`src/rtl/core/gss_pkg.sv`:
```
package gss_pkg;

    // Configuration port and field widths
    localparam int CFG_DATA_W  = 16;
    localparam int CFG_IDX_W   = 2;
    localparam int GW_W        = 13;
    localparam int GH_W        = 16;
    localparam int COL_W       = 12;
    localparam int ROW_W       = 16;
    localparam int VALUE_W     = 16;

    // Entries in the queue between the front and the back
    localparam int QUEUE_DEPTH = 4;

    // Register reset values
    localparam logic [GW_W-1:0] GW_RESET = 13'd4096;
    localparam logic [GH_W-1:0] GH_RESET = 16'd4096;

    typedef enum logic [CFG_IDX_W-1:0] {
        CFG_MODE   = 2'd0,
        CFG_WIDTH  = 2'd1,
        CFG_HEIGHT = 2'd2
    } t_cfg_idx;

    typedef enum logic {
        MODE_JACOBI   = 1'b0,
        MODE_BINOMIAL = 1'b1
    } t_mode;

    typedef struct packed {
        t_mode            mode;
        logic [GW_W-1:0]  width;
        logic [GH_W-1:0]  height;
    } t_cfg;

endpackage

```
`src/rtl/core/gss_fifo.sv`:
```
module gss_fifo
    import gss_pkg::*;
#(
    parameter int DATA_W = 8
) (
    input  logic              i_clk,
    input  logic              i_rst_n,
    input  logic              i_push,
    input  logic [DATA_W-1:0] i_data,
    output logic              o_full,
    input  logic              i_pop,
    output logic [DATA_W-1:0] o_data,
    output logic              o_not_empty
);

    localparam int PTR_W = $clog2(QUEUE_DEPTH);
    localparam int CNT_W = $clog2(QUEUE_DEPTH + 1);

    logic [DATA_W-1:0] r_mem [QUEUE_DEPTH];
    logic [PTR_W-1:0]  r_wr_ptr;
    logic [PTR_W-1:0]  r_rd_ptr;
    logic [CNT_W-1:0]  r_count;
    logic [CNT_W-1:0]  n_count;

    assign o_full      = (r_count == CNT_W'(QUEUE_DEPTH));
    assign o_not_empty = (r_count != '0);
    assign o_data      = r_mem[r_rd_ptr];

    // Track occupancy
    always_comb begin
        n_count = r_count;
        if (i_push && !i_pop) begin
            n_count = r_count + 1'b1;
        end else if (i_pop && !i_push) begin
            n_count = r_count - 1'b1;
        end
    end

    // Advance pointers
    always_ff @(posedge i_clk) begin
        if (!i_rst_n) begin
            r_wr_ptr <= '0;
            r_rd_ptr <= '0;
            r_count  <= '0;
        end else begin
            if (i_push) begin
                r_wr_ptr <= r_wr_ptr + 1'b1;
            end
            if (i_pop) begin
                r_rd_ptr <= r_rd_ptr + 1'b1;
            end
            r_count <= n_count;
        end
    end

    // Hold queued transactions
    always_ff @(posedge i_clk) begin
        if (i_push) begin
            r_mem[r_wr_ptr] <= i_data;
        end
    end

`ifndef SYNTHESIS
    a_no_overflow: assert property (@(posedge i_clk) disable iff (!i_rst_n)
        i_push |-> (!o_full || i_pop))
        else $error("queue pushed while full");

    a_no_underflow: assert property (@(posedge i_clk) disable iff (!i_rst_n)
        i_pop |-> o_not_empty)
        else $error("queue popped while empty");

    a_count_up: assert property (@(posedge i_clk) disable iff (!i_rst_n)
        (i_push && !i_pop) |=> (r_count == $past(r_count) + 1'b1))
        else $error("queue count lost a push");
`endif

endmodule

```
`config.mk`:
```
export PLATFORM = sky130hd
export DESIGN_NAME = gss_fifo
export DESIGN_NICKNAME = d
export VERILOG_FILES = /design/src/rtl/core/gss_pkg.sv /design/src/rtl/core/gss_fifo.sv
export SDC_FILE = /design/constraint.sdc
export NUM_CORES = 1
export LEC_CHECK = 0
export ABC_AREA = 1
export ABC_CLOCK_PERIOD_IN_PS = 1720
export BUFFER_PORTS_ARGS = -buffer_cell sky130_fd_sc_hd__buf_2
export CAP_MARGIN = 20
export CORE_ASPECT_RATIO = 1.75
export CORE_MARGIN = 2
export CORE_UTILIZATION = 50
export DETAILED_ROUTE_END_ITERATION = 10
export GPL_TIMING_DRIVEN = 0
export HOLD_SLACK_MARGIN = 0.06
export PLACE_DENSITY_LB_ADDON = 0.3
export SETUP_SLACK_MARGIN = 0.4
export SLEW_MARGIN = 20
export SYNTH_ARGS = -nofsm -noshare
export SYNTH_HDL_FRONTEND = slang
export SYNTH_SLANG_ARGS = --single-unit
```
`constraint.sdc`:
```
create_clock -name i_clk -period 1.72 [get_ports i_clk]
set_clock_uncertainty 0.05 [all_clocks]
set_input_delay 0.344 -clock i_clk [delete_from_list [all_inputs] [get_ports i_clk]]
set_output_delay 0.344 -clock i_clk [all_outputs]
set_load 0.01 [all_outputs]
```
# After elaboration in Yosys (flattened, before gate mapping)
# Memory sizes are Yosys's and may differ from the RTL's. A register that Yosys moved wholly into a read port is not among the register bits.
# Index checks and enable logic that the tools add are counted.
[totals] mem_bits_rw=32 latch_bits=0 memories=1 word_cells=21 mem_bits_ro=0 register_bits=7 input_bits=12
[mem_list] memory="r_mem" depth=4 width=8 read_ports=1 rd_ports_with_merged_regs=1 write_ports=1 line_no="gss_fifo.sv:19" text="logic [DATA_W-1:0] r_mem [QUEUE_DEPTH];"
[classes] magnitude_cmp=0 shift=0 n_eq_ne=1 n_div=0 n_mul=0 addsub=4 n_reduce_logical=6 bitwise=0 mux=6
[op_table] cell="$mux 3" n=2
[op_table] cell="$add 2x1->2 const B" n=2
[op_table] cell="$mux 2" n=2
[op_table] cell="$add 3x1->3 const B" n=1
[op_table] cell="$eq 3x3->1 const B" n=1
[op_table] cell="$reduce_bool 3->1" n=1
[op_table] cell="$sub 3x1->3 const B" n=1
[op_table] cell="$logic_and 1x1->1" n=2
[op_table] cell="$logic_not 1->1" n=2
[op_table] cell="$mux 1" n=2
[op_table] cell="$reduce_bool 2->1" n=1

# Depth between registers and ports, before layout
[logic_depth] depth_word=4 depth_mapped=10 depth_no_buf=10

# Worst setup path after synthesis
# No wires, ideal clock.
[synth_path] path_type="input -> register" from="input port i_pop" to="register r_count[2]" setup_ps=110 arrival_time_ps=1221 cell_stages=10 setup_slack_ps=339 n_path_buf=0 required_time_ps=1560 path_cell_list="inv_1 -> ha_1 -> inv_1 -> fa_1 -> inv_1 -> nand2_1 -> nand3_1 -> nand2_1 -> inv_1 -> nor2_1"
[synth_between] elab_chain_cells=3 elab_cells_between_ends=5 cone_classes="1 x mux; 4 x reduce/logical"
[synth_rtl] item="from (decl)" line_no="gss_fifo.sv:11" text="input logic i_pop,"
[synth_rtl] item="$logic_not 1->1" line_no="gss_fifo.sv:32" text="if (i_push && !i_pop) begin"
[synth_rtl] item="$logic_and 1x1->1" line_no="gss_fifo.sv:32"
[synth_rtl] item="$mux 3 or $reduce_bool 2->1 (tied branches)"
[synth_rtl] item="to (signal assigned)" line_no="gss_fifo.sv:52" text="r_count <= n_count;"
[synth_rtl] item="to (decl)" line_no="gss_fifo.sv:22" text="logic [CNT_W-1:0] r_count;"
# Parallel ways exist; a longest one is shown, timed or not.
# A chain may end at the register's enable or synchronous reset.

==> results.py <==
metrics = {
    "finish": {
        "area_delta_synth_final_pct": 27.0,
        "nets": 191,
        "leading_cell_type_in_the_layout_fill_and_taps_excluded": "sky130_fd_sc_hd__edfxtp_1",
        "drive_above_1_share_pct": 41.4,
        "stdcell_count": 217,
        "final_area_mm2": 0.00208,
        "end_of_flow_core_utilization_pct": 66.3,
        "antenna_cells_inserted": 0,
        "most-common-layout-cells": "sky130_fd_sc_hd__edfxtp_1, sky130_fd_sc_hd__buf_2, sky130_fd_sc_hd__nor2_1",
    },
    "pwr": {
        "power_density_mw_per_mm2": 992,
        "total_leakage_power_nw": 0.797,
        "total_power_mw": 2.07,
        "largest_voltage_drop_on_the_vdd_net_uv": 740,
    },
    "global_route": {
        "grt_pass1_wl_um": 5190,
        "first_global_vias": 1209,
        "maximum_number_of_pins_on_one_net_before_global_route_repair": 14,
        "track_usage_pct": 20.3,
        "grt_remaining_overflow": 0,
        "number_of_antenna_violations_at_the_first_check_in_global_routing": 0,
    },
    "yosys": {
        "ys_ff_latch": 41,
        "synthesized_instance_count": 135,
        "yosys.area.top_type_share_pct": 58.6,
        "syn_area_per_cell_um2": 12.1,
        "mappedNetlistArea_mm2": 0.00164,
        "synth.yosys.warnings": 0,
        "synth_nets": 153,
        "synth_area_leaders": "sky130_fd_sc_hd__edfxtp_1, sky130_fd_sc_hd__dfxtp_1, sky130_fd_sc_hd__o21ai_0, sky130_fd_sc_hd__nor2_1, sky130_fd_sc_hd__ha_1",
        "netlist-cell-type-count": 18,
        "synth_seq_area_share_pct": 69.6,
        "synth.largest_area_cell": "sky130_fd_sc_hd__edfxtp_1",
    },
    "drt": {
        "vias": 1125,
        "ant_nets": 0,
        "detail_route.vias_per_cell": 5.18,
        "total_drc_errors_in_the_routed_layout": 0,
        "first_pass_iters": 4,
        "wl_per_cell_um": 14.8,
        "wl_um": 3210,
        "violation_count_after_the_first_detailed_route_iteration": 49,
    },
    "timing": {
        "tns_ns": 0,
        "grt_setup_unrepaired": "true",
        "final.period_utilization_pct": 96.6,
        "setup_viol_count_final": 0,
        "finalHoldViolations": 0,
        "post-route-min-period_ns": 1.66,
        "fmaxAchievable_ghz": 0.602,
        "final.setup.worst_slack_ns": 0.0588,
        "finalMaxSlewViolations": 0,
        "max_slew_margin_pct": 75.0,
        "hold_slack_ns": 0.211,
        "worst_slew_pin_slew_ns": 0.374,
    },
    "run": {
        "max_cap_violations": 0,
    },
    "clock_tree": {
        "cts_sinks": 41,
        "clock_insertion_delay_worst_skew_ns": 0.29,
        "clk_transition_reported_paths_ns": 0.08,
        "tritoncts_clock_tree": "done",
        "cts_hold_fix_bufs": 0,
        "cts_made_buffers": 5,
        "cts.path.max_buffers": 2,
        "cts-root-buf": "sky130_fd_sc_hd__clkbuf_8",
        "clock_tree.htree_level_count": 2,
    },
    "die": {
        "core.rowCount": 27,
        "dieWidth_um": 47.3,
        "dieHeight_um": 79.7,
        "std_cell_core_area_mm2": 0.00314,
        "floorplan.io_pins": 22,
        "initial_core_utilization_pct": 52.2,
        "die_area_mm2": 0.00377,
    },
    "placed_design": {
        "gp_congestion": 0.696,
        "dp.final_hpwl_um": 2100,
        "post-place-cells": 199,
        "postPlaceCellArea_mm2": 0.00182,
        "preCtsSetupSlack_ns": 0.149,
        "place.port_buffers": 21,
    },
    "min_path": {
        "beginning_of_the_worst_hold_path": "i_data[3]",
        "hold_end": "r_mem[1][3]$_DFFE_PP_",
        "min_delay_path_depth": 1,
        "min_path_type": "input pin to flop",
    },
    "setup_path": {
        "critical_path.reg2reg.startpoint": "r_count[1]$_SDFFE_PN0P_",
        "worst_setup_end_kind": "output pin",
        "crit_required_ns": 1.33,
        "regToRegEndpoint": "r_count[2]$_SDFFE_PN0P_",
        "r2r_setup_slack_ns": 0.42,
        "startpoint_type": "flop",
        "worstRegToRegCells": 8,
        "critPathMaxFanout": 6,
        "worstSetupPathType": "flop to output pin",
        "cp_data_arrival_time_ns": 1.27,
    },
    "run_status": {
        "status": "complete, no violations",
    },
}
[cell usage after synthesis, drive strengths merged]
master / count
a21oi: 4
buf: 2
dfxtp: 9
edfxtp: 32
fa: 1
ha: 5
inv: 17
nand2: 10
nand3: 1
nand4: 1
nor2: 22
nor3: 1
o21ai: 22
o22ai: 8
[critical path: stages, from the launching register on]
cell and delay (ns):
sky130_fd_sc_hd__dfxtp_4 0.40, sky130_fd_sc_hd__inv_6 0.06, sky130_fd_sc_hd__buf_4 0.14, sky130_fd_sc_hd__o21ai_1 0.13, sky130_fd_sc_hd__o22ai_1 0.10, sky130_fd_sc_hd__buf_2 0.15
[layout make-up]
| cell class | instances | area, µm² |
|---|---|---|
| flip-flops and latches | 41 | 1160 |
| inverters | 17 | 88.8 |
| plain buffers | 2 | 26.3 |
| repair buffers | 31 | 208 |
| clock buffers | 6 | 72.6 |
| fillers | 250 | 1060 |
| multi-input cells | 75 | 460 |
| clock inverters | 2 | 15.0 |
| well taps | 43 | 53.8 |
[timing repair]
item,in CTS,in global routing
pin swaps,4,3
gates cloned,1,0
setup buffers,9,0
resized for setup,27,13
endpoints found under the setup margin,34,31
endpoints found under the hold margin,0,0
[power breakdown]
part           switching, mW  internal, mW
logic                  0.173         0.139
clock network          0.313         0.285
registers             0.0321          1.12
[cell families after synthesis]
| kind of cell | Yosys count | share of synthesized area, % |
|---|---|---|
| AND/OR/NAND/NOR | 35 | 8.63 |
| buffers and inverters | 19 | 5.27 |
| adder cells (fa/ha/maj) | 6 | 5.04 |
| flip-flops | 41 | 69.6 |
| AO/OA/AOI/OAI | 34 | 11.5 |
[registers in the layout, indices dropped and copies added (netlist names), named ones only]
register	flops
r_rd_ptr	2
r_wr_ptr	2
r_mem	32
r_count	3
[per-layer routing]
layer / global-route usage (%) / wire [µm] / up-vias / part of all wire (%)
li1: - / - / 549 / -
met1: 17.6 / 1170 / 547 / 36
met2: 38.2 / 1910 / 27 / 60
met3: 6.11 / 108 / 2 / 3.4
met4: 9.17 / 21 / 0 / 0.66
met5: 0 / 0 / - / 0
[how the worst max path moves through the flow]
stage	slack, ns	end	depth (start not counted)
4_1_cts	0.06	o_data[4]	5
2_1_floorplan	0.41	r_count[2]$_SDFFE_PN0P_	10
3_5_place_dp	0.15	o_data[4]	5
6_report	0.06	o_data[4]	5
5_1_grt	-0.02	o_data[7]	4
3_3_place_gp	0.22	r_count[2]$_SDFFE_PN0P_	11
No activity file was read; power rests on OpenSTA's default activity.
