$ cat config.mk
export PLATFORM = sky130hd
export DESIGN_NAME = gss_back
export DESIGN_NICKNAME = d
export VERILOG_FILES = /design/src/rtl/core/gss_pkg.sv /design/src/rtl/core/gss_back.sv
export SDC_FILE = /design/constraint.sdc
export NUM_CORES = 1
export LEC_CHECK = 0
export BUFFER_PORTS_ARGS = -buffer_cell sky130_fd_sc_hd__buf_4
export CAP_MARGIN = 20
export CORE_MARGIN = 5
export CORE_UTILIZATION = 54
export CTS_CLUSTER_DIAMETER = 40
export DETAILED_ROUTE_END_ITERATION = 10
export PLACE_DENSITY = 0.93
export SLEW_MARGIN = 25
export SYNTH_ARGS = -nofsm -noshare
export SYNTH_HDL_FRONTEND = slang
export SYNTH_SLANG_ARGS = --single-unit
$ cat constraint.sdc
create_clock -name i_clk -period 5.3 [get_ports i_clk]
set_clock_uncertainty 0.15 [all_clocks]
set_input_delay 0.265 -clock i_clk [delete_from_list [all_inputs] [get_ports i_clk]]
set_output_delay 0.265 -clock i_clk [all_outputs]
set_load 0.005 [all_outputs]
$ cat src/rtl/core/gss_pkg.sv
package gss_pkg;

    // Configuration port and field widths
    localparam int CFG_DATA_W  = 16;
    localparam int CFG_IDX_W   = 2;
    localparam int GW_W        = 13;
    localparam int GH_W        = 16;
    localparam int COL_W       = 12;
    localparam int ROW_W       = 16;
    localparam int VALUE_W     = 16;

    // Entries in the queue between the front and the back
    localparam int QUEUE_DEPTH = 4;

    // Register reset values
    localparam logic [GW_W-1:0] GW_RESET = 13'd4096;
    localparam logic [GH_W-1:0] GH_RESET = 16'd4096;

    typedef enum logic [CFG_IDX_W-1:0] {
        CFG_MODE   = 2'd0,
        CFG_WIDTH  = 2'd1,
        CFG_HEIGHT = 2'd2
    } t_cfg_idx;

    typedef enum logic {
        MODE_JACOBI   = 1'b0,
        MODE_BINOMIAL = 1'b1
    } t_mode;

    typedef struct packed {
        t_mode            mode;
        logic [GW_W-1:0]  width;
        logic [GH_W-1:0]  height;
    } t_cfg;

endpackage

$ cat src/rtl/core/gss_back.sv
module gss_back
    import gss_pkg::*;
#(
    parameter int SAMPLE_BITS = 16
) (
    input  logic                    i_clk,
    input  logic                    i_rst_n,
    input  t_mode                   i_mode,
    input  logic                    i_not_empty,
    input  logic [9*SAMPLE_BITS+COL_W+ROW_W:0] i_item,
    output logic                    o_pop,
    output logic                    o_valid,
    input  logic                    i_stall,
    output logic [VALUE_W-1:0]      o_value,
    output logic [COL_W-1:0]        o_col,
    output logic [ROW_W-1:0]        o_row,
    output logic                    o_last
);

    localparam int SB  = SAMPLE_BITS;
    localparam int POS = COL_W + ROW_W + 1;

    logic [SB-1:0] nw, wv, sw, nv, c, sv, ne, ev, se;
    logic [COL_W-1:0] in_col;
    logic [ROW_W-1:0] in_row;
    logic             in_last;

    // First stage: partial sums
    logic             r_s1_valid;
    logic [SB+1:0]    r_s1_cross;
    logic [SB+1:0]    r_s1_corner;
    logic [SB-1:0]    r_s1_center;
    logic [COL_W-1:0] r_s1_col;
    logic [ROW_W-1:0] r_s1_row;
    logic             r_s1_last;

    // Output register
    logic               r_out_valid;
    logic [VALUE_W-1:0] r_out_value;
    logic [COL_W-1:0]   r_out_col;
    logic [ROW_W-1:0]   r_out_row;
    logic               r_out_last;

    logic          out_ready;
    logic          s1_ready;
    logic          s1_fire;
    logic [SB+3:0] weighted;
    logic [SB-1:0] n_value;

    assign {nw, wv, sw, nv, c, sv, ne, ev, se} = i_item[9*SB+POS-1:POS];
    assign {in_col, in_row, in_last}           = i_item[POS-1:0];

    // Handshake through the two stages
    assign out_ready = !r_out_valid || !i_stall;
    assign s1_fire   = r_s1_valid && out_ready;
    assign s1_ready  = !r_s1_valid || out_ready;
    assign o_pop     = i_not_empty && s1_ready;

    // Final weighting and truncating shift
    always_comb begin
        weighted = {r_s1_center, 4'b0000} >> 2;
        weighted = weighted + {1'b0, r_s1_cross, 1'b0} + {2'b00, r_s1_corner};
        case (i_mode)
            MODE_JACOBI:   n_value = r_s1_cross[SB+1:2];
            MODE_BINOMIAL: n_value = weighted[SB+3:4];
            default:       n_value = r_s1_cross[SB+1:2];
        endcase
    end

    always_ff @(posedge i_clk) begin
        if (!i_rst_n) begin
            r_s1_valid  <= 1'b0;
            r_out_valid <= 1'b0;
        end else begin
            if (o_pop) begin
                r_s1_valid <= 1'b1;
            end else if (s1_fire) begin
                r_s1_valid <= 1'b0;
            end
            if (s1_fire) begin
                r_out_valid <= 1'b1;
            end else if (!i_stall) begin
                r_out_valid <= 1'b0;
            end
        end
    end

    // Add the cross and the corners
    always_ff @(posedge i_clk) begin
        if (o_pop) begin
            r_s1_cross  <= (SB+2)'(nv) + (SB+2)'(sv) + (SB+2)'(ev) + (SB+2)'(wv);
            r_s1_corner <= (SB+2)'(nw) + (SB+2)'(ne) + (SB+2)'(sw) + (SB+2)'(se);
            r_s1_center <= c;
            r_s1_col    <= in_col;
            r_s1_row    <= in_row;
            r_s1_last   <= in_last;
        end
    end

    // Load the output register, hold it while stalled
    always_ff @(posedge i_clk) begin
        if (s1_fire) begin
            r_out_value <= VALUE_W'(n_value);
            r_out_col   <= r_s1_col;
            r_out_row   <= r_s1_row;
            r_out_last  <= r_s1_last;
        end
    end

    assign o_valid = r_out_valid;
    assign o_value = r_out_value;
    assign o_col   = r_out_col;
    assign o_row   = r_out_row;
    assign o_last  = r_out_last;

endmodule

Word-level counts from Yosys, hierarchy flattened
Cells that the tools add are included.
{"block": "totals", "register_bits": 128, "inputBits": 178, "output_inout_bits": 47, "elab_cells": 35}
{"block": "op_classes", "add_sub_neg": 8, "n_eq_ne": 1, "mux": 5, "n_bitwise": 1, "n_reduce_logical": 8}
{"op": "$add 17x16->18", "count": 2}
{"op": "$add 18x16->18", "count": 2}
{"op": "$add 16x16->17", "count": 2}
{"op": "$pmux 16 s2", "count": 1}
{"op": "$add 18x19->20", "count": 1}
{"op": "$add 20x18->20", "count": 1}
{"op": "$mux 1", "count": 4}
{"op": "$logic_not 1->1", "count": 3}
{"op": "$logic_and 1x1->1", "count": 2}
{"op": "$logic_or 1x1->1", "count": 2}
{"op": "$ne 2x1->1 const B", "count": 1}
{"op": "$reduce_bool 2->1", "count": 1}
{"op": "$not 1->1", "count": 1}

Logic depth before layout (Yosys ltp)
{"block": "logic_depth", "word_depth": 5, "depth_mapped": 12, "depth_no_buf": 12}

Least setup slack after synthesis
OpenSTA, ideal clock, no wires.
{"block": "synth_path", "path_type": "reg-to-reg", "from": "reg r_s1_valid", "to": "reg r_out_col[0] (netlist: o_col[0]), enable pin", "setup_time_ps": 516, "arrival_ps": 3641, "required_time_ps": 4634, "slack_ps": 993, "stages_incl_launch_ff": 2, "path_buffers": 0, "synth_period_minus_slack_ps": 4307, "path_cell_list": "dfxtp_1 -> a21boi_0"}
{"block": "synth_between", "elab_chain_cells": 1}
{"item": "start, declared", "line": "gss_back.sv:29", "rtl": "logic r_s1_valid;"}
{"item": "start signal, assigned", "line": "gss_back.sv:72", "rtl": "r_s1_valid <= 1'b0;"}
{"item": "start signal, assigned", "line": "gss_back.sv:76", "rtl": "r_s1_valid <= 1'b1;"}
{"item": "start signal, assigned", "line": "gss_back.sv:78", "rtl": "r_s1_valid <= 1'b0;"}
{"item": "$logic_and 1x1->1", "line": "gss_back.sv:55", "rtl": "assign s1_fire = r_s1_valid && out_ready;"}
{"item": "named net s1_fire", "line": "gss_back.sv:46", "rtl": "logic s1_fire;"}
{"item": "end signal, assigned", "line": "gss_back.sv:104", "rtl": "r_out_col <= r_s1_col;"}
{"item": "end, declared", "line": "gss_back.sv:40", "rtl": "logic [COL_W-1:0] r_out_col;"}
The timed path passes the listed nets, and every way through them passes these cells.
A chain may end at the register's enable or synchronous reset.

Worst setup path in the final report
{"block": "layout_path", "from": "in i_item[30]", "to": "reg r_s1_corner[17] (data pin)"}
{"block": "layout_between", "elab_chain_cells": 1}
{"item": "start, declared", "line": "gss_back.sv:10", "rtl": "input logic [9*SAMPLE_BITS+COL_W+ROW_W:0] i_item,"}
{"item": "$add 18x16->18", "line": "gss_back.sv:92", "rtl": "r_s1_corner <= (SB+2)'(nw) + (SB+2)'(ne) + (SB+2)'(sw) + (SB+2)'(se);"}
{"item": "end signal, assigned", "line": "gss_back.sv:92"}
{"item": "end, declared", "line": "gss_back.sv:31", "rtl": "logic [SB+1:0] r_s1_corner;"}
No other way between the ends.

==> summary.json <==
{
  "setup.worst_path.start_class": "input pin",
  "dpl_cell_area_sq_um": 10300,
  "crit_required_ns": 5.29,
  "critPathMaxStageDelay_ns": 0.54,
  "gp_congestion": 0.825,
  "chipWidth_microns": 135,
  "first_pass_grt_wire_length_mm": 29.9,
  "met1Wirelength_mm": 7.30,
  "grt_pass1_vias": 6482,
  "setup.worst_path.class": "in -> reg",
  "timing.final.hold_violations": 0,
  "timing.critical_path.buf_inv": 3,
  "io-pin-count": 225,
  "antenna_violating_nets_remaining": 0,
  "route.detailed.wl_per_inst_microns": 15.6,
  "fin_setup_tns_ns": 0,
  "timing.final.crit_period_ns": 3.63,
  "flow.area_growth_from_synthesis_pct": 35.4,
  "numCtsBuffers": 17,
  "post_synth_num_cell_types": 51,
  "highest_layer": "met4",
  "start_util_pct": 55.1,
  "yosys_synthesis_warning_count": 0,
  "critical_path.max_fanout": 4,
  "power_per_cell_area_nw_per_um2": 460,
  "crit_path_end_kind": "register",
  "die-area_sq_um": 18100,
  "actual_transition_at_the_worst_max_transition_pin_ns": 1.02,
  "fin_area_sq_um": 11300,
  "outcome": "completed",
  "worst_case_vdd_ir_drop_uv": 247,
  "synthesis.area_sq_um": 8380,
  "route.met2.wl_mm": 9.54,
  "synth_area_leader_cell": "sky130_fd_sc_hd__edfxtp_1",
  "final-setup-viol-count": 0,
  "post_cts_setup_buffer_count": 0,
  "initial_drc_count": 230,
  "worst_hold_path_type": "in -> reg",
  "synthCells": 695,
  "synthTopCellsByArea": "sky130_fd_sc_hd__edfxtp_1, sky130_fd_sc_hd__fa_1, sky130_fd_sc_hd__inv_1",
  "async_reset_ff_share_pct": 0,
  "crit_family": "adder cells",
  "post-route-period-util_pct": 68.5,
  "drv_slew": 0,
  "critical_path.cell_chain": "buf_4 -> inv_1 -> fa_1 -> inv_1 -> fa_1 -> ha_1 -> fa_1 -> a21oi_1 -> o21ai_0 -> a21oi_1 -> o21ai_0 -> a221oi_1 -> o21ai_0",
  "seq_area_frac_synth_pct": 45.3,
  "clk_path_buf_depth": 2,
  "n_antenna_cell": 0,
  "slew_headroom_pct": 31.8,
  "clock_tree_from_tritoncts": "yes",
  "firstDrtPassIters": 4,
  "met3_length_mm": 1.18,
  "clock_latency_ns": 0.41,
  "detail_route.drc_violations": 0,
  "routed_via_density": 5.02,
  "layout.filler_cells": 984,
  "grt_use_total_pct": 20.9,
  "post_synth.cell_area_avg_sq_um": 12.1,
  "global_route_overflow": 0,
  "die_h_microns": 135,
  "max-cap-violations": 0,
  "synth_ff_type": "sky130_fd_sc_hd__edfxtp_1",
  "synth_edf_count": 125,
  "grt_max_degree": 82,
  "synth_fp_nets": 1002,
  "fraction_of_post_synthesis_cell_area_in_the_top_cell_type_by_area_pct": 44.8,
  "maxClockFrequency_ghz": 0.275,
  "htree_levels": 4,
  "clk_pin_slew_worst_paths_ns": 0.06,
  "layout-drive-gt1-share_pct": 28.0,
  "route.vias.total": 5940,
  "grt_antenna_before_repair": 0,
  "placeableCoreArea_sq_um": 15200,
  "place_hpwl_mm": 14.3,
  "postSynthRegisterBits": 127,
  "finalNetCount": 1290,
  "finalWirelength_mm": 18.4,
  "leakage_dissipation_nw": 5.42,
  "root_buffer": "sky130_fd_sc_hd__clkbuf_16",
  "std_cell_rows": 45,
  "rsz0062_at_grt": "false",
  "slowest_stage": "sky130_fd_sc_hd__fa_1",
  "numPortBuffers": 224,
  "cts.sinks": 127,
  "cp_data_arrival_time_ns": 3.62
}
-- cell type report --
class	count	area, sq um	share of cell area, %
clock inverters	15	136	1.20
well taps	188	235	2.07
clock buffers	17	425	3.75
repair buffers	273	2170	19.1
multi-input cells	364	3840	33.8
flip-flops and latches	127	3790	33.4
inverters	200	751	6.62
-- sequential cells by signal, indices dropped and copies added (netlist names) --
signal	flops
o_last	1
o_col	12
r_s1_corner	17
r_s1_center	16
o_value	16
r_s1_valid	1
r_s1_last	1
r_s1_cross	18
r_s1_col	12
r_s1_row	16
o_row	16
o_valid	1
-- logic make-up after synthesis --
kind of cell | after synthesis | share of synthesized area [%]
buffers and inverters | 204 | 9.14
muxes | 14 | 1.87
xor gates and xnor gates | 37 | 3.87
adders and majority gates | 129 | 26.4
and+or+nand+nor | 77 | 4.72
AOI/OAI and AO/OA | 107 | 8.73
DFF | 127 | 45.3
-- power breakdown --
part / switching (mW) / internal [mW]
logic: 1.32 / 1.26
clock network: 0.428 / 0.649
registers: 0.124 / 1.44
total: 1.87 / 3.35
-- Yosys cell counts, types with 13 or more instances --
cell type	instances
sky130_fd_sc_hd__ha_1	49
sky130_fd_sc_hd__nand2_1	20
sky130_fd_sc_hd__a21oi_1	31
sky130_fd_sc_hd__edfxtp_1	125
sky130_fd_sc_hd__a21o_1	14
sky130_fd_sc_hd__o21ai_0	14
sky130_fd_sc_hd__mux2_2	13
sky130_fd_sc_hd__inv_1	200
sky130_fd_sc_hd__xor2_1	15
sky130_fd_sc_hd__xnor2_1	22
sky130_fd_sc_hd__nor2_1	17
sky130_fd_sc_hd__fa_1	80
-- per-layer routing --
layer | GRT usage, % | up-vias
li1 | - | 2863
met3 | 3.80 | 34
met5 | 0 | -
met2 | 37.8 | 222
met4 | 7.98 | 0
met1 | 24.8 | 2821
-- path summary, 6_finish.rpt --
path / depth (start not counted) / endpoint / startpoint / slack (ns)
worst max-delay path: 13 / r_s1_corner[17] / i_item[30] / 1.67
worst min-delay path: 2 / r_s1_cross[0] / i_item[141] / 0.03
worst max register to register: 8 / o_value[12] / r_s1_cross[3] / 2.01
worst min register to register: 0 / o_col[5] / r_s1_col[5] / 0.26
-- stage by stage --
step	setup slack [ns]	power [mW]	utilization, %	hold slack (ns)	cells
after floorplan	0.993	3.46	-	0.214	695
after global placement	1.43	3.98	67.8	0.250	1104
after detailed placement	1.27	4.08	67.8	0.255	1104
after CTS	1.67	5.25	74.6	0.00877	1184
after global routing	1.47	5.64	74.6	0.0269	1184
final	1.67	5.22	74.6	0.0309	1184
-- what timing repair did --
action,CTS,global route
endpoints found under the hold margin,47,0
gates resized for setup,0,0
hold buffers,48,0
-- placed cells by master (no fill, tap or decap), drive strengths merged, types with 5 or more instances in the layout --
cell / instances
buf: 225
inv: 204
edfxtp: 125
fa: 80
ha: 49
dlygate4sd3: 48
a21oi: 31
xnor2: 22
nand2: 20
o21ai: 18
nor2: 17
clkbuf: 17
xor2: 15
a21o: 14
mux2: 13
o21bai: 9
nand3: 8
clkinv: 7
and3: 6
a211oi: 5
(Power assumes the default switching activity.)
